## src/hdl/gbpq_pkg.sv

```systemverilog
package gbpq_pkg;

    localparam int NODE_COUNT   = 1024;
    localparam int BUCKET_COUNT = 256;
    localparam int POOL_DEPTH   = 2048;

    localparam int NODE_W  = $clog2(NODE_COUNT);
    localparam int BKT_W   = $clog2(BUCKET_COUNT);
    localparam int ENT_W   = $clog2(POOL_DEPTH);
    // entry pointer carries one more bit for the nil mark
    localparam int PTR_W   = ENT_W + 1;
    localparam int CNT_W   = $clog2(NODE_COUNT + 1);
    localparam int FIFO_DEPTH = 2;

    localparam logic [2:0] KIND_INSERT = 3'd0;
    localparam logic [2:0] KIND_REMOVE = 3'd1;
    localparam logic [2:0] KIND_UPDATE = 3'd2;
    localparam logic [2:0] KIND_POP    = 3'd3;
    localparam logic [2:0] KIND_CLEAR  = 3'd4;

    localparam logic [1:0] ST_DONE    = 2'd0;
    localparam logic [1:0] ST_IGNORED = 2'd1;
    localparam logic [1:0] ST_EMPTY   = 2'd2;
    localparam logic [1:0] ST_FULL    = 2'd3;

    localparam logic [2:0] ADDR_LOWEST  = 3'd0;
    localparam logic [2:0] ADDR_HIGHEST = 3'd4;

    typedef struct packed {
        logic [2:0]         kind;
        logic [9:0]         node;
        logic signed [15:0] gain_in;
    } in_item_t;

    typedef struct packed {
        logic [1:0]         status;
        logic [9:0]         popped_node;
        logic signed [15:0] popped_gain;
        logic [10:0]        live_count;
    } out_item_t;

    // classified operation handed from the front part to the back part
    typedef enum logic [2:0] {
        OP_INSERT = 3'd0,
        OP_REMOVE = 3'd1,
        OP_UPDATE = 3'd2,
        OP_POP    = 3'd3,
        OP_CLEAR  = 3'd4,
        OP_IGNORE = 3'd5
    } op_t;

    typedef struct packed {
        op_t              op;
        logic [NODE_W-1:0] node;
        logic [BKT_W-1:0]  bucket;
    } cmd_t;

endpackage

```

## src/hdl/gbpq_front.sv

```systemverilog
module gbpq_front
    import gbpq_pkg::*;
(
    input  logic               clk,
    input  logic               rst_n,
    input  logic               push,
    output logic               full,
    input  in_item_t           in_item,
    input  logic signed [15:0] lowest_gain,
    input  logic [14:0]        highest_gain,
    input  logic               flush,
    output logic               cmd_valid,
    input  logic               cmd_take,
    output cmd_t               cmd
);

    cmd_t                    fifo_mem [FIFO_DEPTH];
    logic                    wr_ptr_reg, wr_ptr_next, rd_ptr_reg, rd_ptr_next;
    logic [1:0]              fill_reg, fill_next;
    cmd_t                    cls;
    logic signed [17:0]      hi_lim, g, idx;
    logic                    acc;

    // clamp gain into the configured range and classify the item
    always_comb
    begin
        hi_lim = 18'(lowest_gain) + 18'(BUCKET_COUNT - 1);
        if (18'(signed'({1'b0, highest_gain})) < hi_lim)
        begin
            hi_lim = 18'(signed'({1'b0, highest_gain}));
        end
        g = 18'(in_item.gain_in);
        if (g > hi_lim)
        begin
            g = hi_lim;
        end
        if (g < 18'(lowest_gain))
        begin
            g = 18'(lowest_gain);
        end
        idx = g - 18'(lowest_gain);
        cls.node   = in_item.node[NODE_W-1:0];
        cls.bucket = (idx < 0 || idx >= 18'(BUCKET_COUNT)) ? '0 : idx[BKT_W-1:0];
        case (in_item.kind)
            KIND_INSERT: cls.op = OP_INSERT;
            KIND_REMOVE: cls.op = OP_REMOVE;
            KIND_UPDATE: cls.op = OP_UPDATE;
            KIND_POP:    cls.op = OP_POP;
            KIND_CLEAR:  cls.op = OP_CLEAR;
            default:     cls.op = OP_IGNORE;
        endcase
        if ((cls.op == OP_INSERT || cls.op == OP_REMOVE || cls.op == OP_UPDATE)
            && 32'(in_item.node) >= NODE_COUNT)
        begin
            cls.op = OP_IGNORE;
        end
    end

    assign full      = (fill_reg == 2'(FIFO_DEPTH));
    assign acc       = push && !full;
    assign cmd_valid = (fill_reg != 2'd0);
    assign cmd       = fifo_mem[rd_ptr_reg];

    always_comb
    begin
        wr_ptr_next = wr_ptr_reg + 1'(acc);
        rd_ptr_next = rd_ptr_reg + 1'(cmd_take);
        fill_next   = fill_reg + 2'(acc) - 2'(cmd_take);
    end

    always_ff @(posedge clk)
    begin
        if (acc)
        begin
            fifo_mem[wr_ptr_reg] <= cls;
        end
    end

    always_ff @(posedge clk or negedge rst_n)
    begin
        if (!rst_n)
        begin
            wr_ptr_reg <= 1'b0;
            rd_ptr_reg <= 1'b0;
            fill_reg   <= 2'd0;
        end
        else if (flush)
        begin
            wr_ptr_reg <= 1'b0;
            rd_ptr_reg <= 1'b0;
            fill_reg   <= 2'd0;
        end
        else
        begin
            wr_ptr_reg <= wr_ptr_next;
            rd_ptr_reg <= rd_ptr_next;
            fill_reg   <= fill_next;
        end
    end

endmodule

```

## config.mk

```make
export PLATFORM = sky130hd
export DESIGN_NAME = gbpq_front
export DESIGN_NICKNAME = d
export VERILOG_FILES = /design/src/hdl/gbpq_pkg.sv /design/src/hdl/gbpq_front.sv
export SDC_FILE = /design/constraint.sdc
export NUM_CORES = 1
export LEC_CHECK = 0
export BUFFER_PORTS_ARGS = -buffer_cell sky130_fd_sc_hd__buf_2
export CORE_ASPECT_RATIO = 0.75
export CORE_MARGIN = 8
export CORE_UTILIZATION = 60
export DETAILED_ROUTE_END_ITERATION = 8
export PLACE_DENSITY = 0.85
export SETUP_SLACK_MARGIN = 0.05
export SLEW_MARGIN = 15
export SYNTH_ARGS = -nofsm -noshare
export SYNTH_HDL_FRONTEND = slang
export SYNTH_SLANG_ARGS = --single-unit
```

## constraint.sdc

```tcl
create_clock -name clk -period 3.85 [get_ports clk]
set_clock_uncertainty 0.15 [all_clocks]
set_input_delay 0.77 -clock clk [delete_from_list [all_inputs] [get_ports clk]]
set_output_delay 0.77 -clock clk [all_outputs]
set_load 0.005 [all_outputs]
```

==> flow_summary.yaml, run 1 <==
sta:
  worstEndpointType: "register data pin"
  worst_endpoint: "fifo_mem[1][1]$_DFFE_PP_/D"
outcome:
  status: "did not finish"
  failed_stage: "5_1_grt"
  firstError: "[ERROR DPL-0038] Utilization greater than 100%, impossible to legalize"
grt:
  grt_max_degree: 23
clock_tree:
  cts-root-buf: "clkbuf_8"
  hold_buffers: 0
  cts_buffers: 5
  cts_buffer_depth: 2
  clock_sinks: 46
  cts_max_level: 2
synthesis:
  synth_area_per_cell_um2: 9.71
  ys_types: 60
  synth_warnings: 0
  netlist.area_leader.share: 0.264
  yosysSeqAreaShare: 0.285
  synth_cells: 492
  synth-async-reset-ratio: 0.0870
  synth_edf_count: 42
  syn_nets: 628
  synth_ff_type: "edfxtp_1"
  yosys-top-cells-area: "edfxtp_1 (26%), ha_1 (18%), mux2_2 (9.0%), mux2i_1 (5.4%), inv_1 (4.2%)"
  synth-seq-cells: 46
  yosysTopAreaCell: "edfxtp_1"
  netlist_area_um2: 4780
placed_design:
  dpl.hpwl_mm: 13.8
  numPortBuffers: 87
  globalplace.congestion: 0.935
  dp.cells: 828
floorplan:
  initial_core_util: 0.612
  die_height_um: 93.3
  dieWidth_um: 119
  pin_count: 88
  placementRows: 28
## Yosys cell counts, types with 3 or more instances
master / number
nand4_1: 6
or2_2: 5
xor2_1: 6
a31oi_1: 3
nor2_1: 22
clkbuf_1: 4
a21o_1: 3
mux2i_1: 26
nor2b_1: 6
ha_1: 70
nand2_1: 29
o21a_1: 9
nand3_1: 7
nor4_1: 3
a2111oi_0: 4
o21ai_0: 23
o211ai_1: 4
or3_1: 4
mux2_2: 38
nor3_1: 12
xnor2_1: 19
or4_1: 4
nand2b_1: 9
inv_1: 53
edfxtp_1: 42
and3_1: 3
a21oi_1: 26
a211oi_1: 5
dfrtp_1: 4
and2_1: 3
## metrics by stage
step                       util  hold WS [ns]  setup slack, ns  cell area [µm²]
after CTS                 0.941         0.102            -6.30             7350
after detailed placement  0.842         0.432            -7.11             6580
after global placement    0.842         0.427            -6.52             6580
after floorplan               -         0.324            -6.11             4920
## kinds of logic after synthesis
logic type | share of synthesized area
xor+xnor | 0.0458
mux | 0.144
fa+ha+maj | 0.187
compound gates | 0.151
flops | 0.285
buf+inv | 0.0526
simple gates | 0.134
## what timing repair did
action / CTS
setup buffers: 23
resized for setup: 91
endpoints found under the hold margin: 0
setup endpoints to repair: 16
pin swaps: 29
==> run 2: changes to the inputs <==
- CORE_ASPECT_RATIO: 0.75 -> unset
- CORE_UTILIZATION: 60 -> 40
- PLACE_DENSITY: 0.85 -> unset
- PLACE_DENSITY_LB_ADDON: unset -> 0.15
- SETUP_SLACK_MARGIN: 0.05 -> unset
==> flow_summary.yaml, run 2 <==
setup_path:
  cp.arrival_ns: 10.15
  startpoint_type: "input pin"
  reg2reg_depth: 4
  path_depth: 43
  critical_path_required_ns: 3.79
  path_delay_family: "simple AND/OR/NAND/NOR gates"
  worst-setup-path-type: "input pin to register"
  critPathBufInv: 10
  slowest_delay_ns: 0.62
  slowest_stage: "or4_4"
  cp-end-kind: "register"
  critical_path_peak_fanout: 8
clock_tree:
  hold_buffers: 0
  cts_tree: "built"
  cts_max_level: 2
  clk_pin_slew_worst_paths_ns: 0.06
  cts_buffers: 5
  cts_buffer_depth: 2
  clock_sinks: 46
  cts-root-buf: "clkbuf_16"
  insertion_delay_ns: 0.28
outcome:
  status: "complete, but fails checks"
  violations: "negative setup slack"
flow_run:
  drv_cap: 0
floorplan:
  dieArea_um2: 15700
  core_um2: 11900
  pin_count: 88
  initial_core_util: 0.403
  placementRows: 40
  dieWidth_um: 125
  die_height_um: 125
sta:
  min_period_over_period: 2.65
  hold_viol: 0
  grt_setup_unrepaired: "yes"
  max_freq_mhz: 98.0
  period_needed_ns: 10.20
  finalMaxSlewViolations: 0
  worstMarginPinSlew_ns: 1.03
  fin_tns_setup_ns: -100.13
  timing.final.ws_setup_ns: -6.35
  max_slew_margin: 0.311
  setup_viol: 16
layout:
  diodes: 0
  fillers: 901
  mostFrequentLayoutCell: "buf_4"
  stdcell_area_um2: 7920
  drive_gt1_frac: 0.560
  largest_reg_flops: 42
  layout_common_cells: "buf_4 (176), buf_2 (85), inv_1 (53)"
  register_area_um2: 1360
  fin_nets: 905
  area_delta_synth_final_pct: 65.8
  multi_input_area_um2: 4010
power:
  p_seq_frac: 0.194
  p_clk_frac: 0.124
  peakVddDrop_v: 0.000250
  power_frac_comb: 0.682
  power_leakage_nw: 3.59
  switching_share: 0.379
  power_density_nw_per_um2: 435
  switchingPower_mw: 1.31
  internal_power_mw: 2.14
grt:
  grt_max_degree: 23
  gr-usage-all-layers: 0.182
  grt_pass1_vias: 5045
  grt_pass1_wl_mm: 23.8
  grt_overflow: 0
  antenna_found_initial: 0
synthesis:
  synth_warnings: 0
  netlist_area_um2: 4780
  synth_cells: 492
  synth_area_per_cell_um2: 9.71
  yosysTopAreaCell: "edfxtp_1"
  synth_ff_type: "edfxtp_1"
  netlist_top_cells_count: "ha_1 (70), inv_1 (53), edfxtp_1 (42)"
  synth-seq-cells: 46
  yosysSeqAreaShare: 0.285
  synth-async-reset-ratio: 0.0870
  syn_nets: 628
  yosys-top-cells-area: "edfxtp_1 (26%), ha_1 (18%), mux2_2 (9.0%), mux2i_1 (5.4%), inv_1 (4.2%)"
  yosysMostFrequentCell: "ha_1"
  ys_types: 60
  synth_edf_count: 42
  netlist.area_leader.share: 0.264
placed_design:
  place_area_um2: 6760
  globalplace.congestion: 0.925
  numPortBuffers: 87
  dpl.hpwl_mm: 11.7
detailed_routing:
  viasPerCell: 5.18
  antenna_left: 0
  vias: 4751
  drtIter0Drc: 247
  wire_per_inst_um: 16.4
  routed_wl_mm: 15.0
  drtPass1Iterations: 4
  post-route-drc-count: 0
min_path:
  hp-class: "input pin to asynchronous set/reset pin"
## run 2: cell counts after synthesis
Identical to the previous run, type by type.
## run 2: layer usage
| layer | vias to the layer above | part of all wire | global-route usage |
|---|---|---|---|
| li1 | 2383 | - | - |
| met1 | 2266 | 0.44 | 0.228 |
| met2 | 83 | 0.51 | 0.331 |
| met3 | 19 | 0.035 | 0.0238 |
| met4 | 0 | 0.015 | 0.0287 |
| met5 | - | 0 | 0 |
## run 2: metrics by stage
stage | total power [mW] | instances | setup slack, ns | hold WS [ns] | util
final | 3.45 | 917 | -6.35 | 0.134 | 0.668
after global placement | 2.50 | 883 | -6.58 | 0.431 | 0.570
after detailed placement | 2.54 | 883 | -6.82 | 0.434 | 0.570
after global routing | 3.67 | 917 | -6.69 | 0.140 | 0.668
after CTS | 3.28 | 910 | -6.16 | 0.133 | 0.641
after floorplan | 1.75 | 492 | -6.11 | 0.324 | -
## run 2: final cells by class
| type | count | area share |
|---|---|---|
| clock buffer | 5 | 0.0158 |
| sequential | 46 | 0.172 |
| tap | 147 | 0.0232 |
| inverter | 54 | 0.0262 |
| clock inverter | 3 | 0.00300 |
| timing repair inverter | 1 | 0.000947 |
| timing repair buffer | 278 | 0.253 |
| multi-input combinational | 383 | 0.506 |
## run 2: path summary, 6_finish.rpt
kind	endpoint	from	slack, ns
worst max-delay path	fifo_mem[0][0]	lowest_gain[4]	-6.35
worst min-delay path	fill_reg[1]	rst_n	0.13
worst max register to register	fifo_mem[0][1]	fill_reg[1]	1.82
worst min register to register	wr_ptr_reg	wr_ptr_reg	0.48
max in group asynchronous	rd_ptr_reg	rst_n	3.29
min in group clk	wr_ptr_reg	wr_ptr_reg	0.48
## run 2: timing repair
| action | in CTS | in global routing |
|---|---|---|
| resized for setup | 94 | 42 |
| pin swaps | 28 | 26 |
| buffers inserted | 18 | 7 |
| cloned | 1 | 0 |
| endpoints found under the setup margin | 16 | 16 |
## run 2: power by group through the flow
stage               Combinational, mW  Sequential, mW  Clock [mW]
floorplan                        1.08           0.663           0
global placement                 1.83           0.675           0
detailed placement               1.86           0.681           0
CTS                              2.18           0.671       0.434
global route                     2.55           0.677       0.447
finish                           2.35           0.668       0.428
## run 2: cells by family (layout without fill, tap and decap cells)
group / count (synthesis) / after routing / share of synthesized area
AO/OA/AOI/OAI: 104 / 104 / 0.151
XOR/XNOR: 25 / 25 / 0.0458
adder cells (fa/ha/maj): 71 / 71 / 0.187
buffers and inverters: 63 / 341 / 0.0526
flip-flops: 46 / 46 / 0.285
multiplexers: 64 / 64 / 0.144
AND/OR/NAND/NOR: 119 / 119 / 0.134
Power figures use the tool's default switching activity.
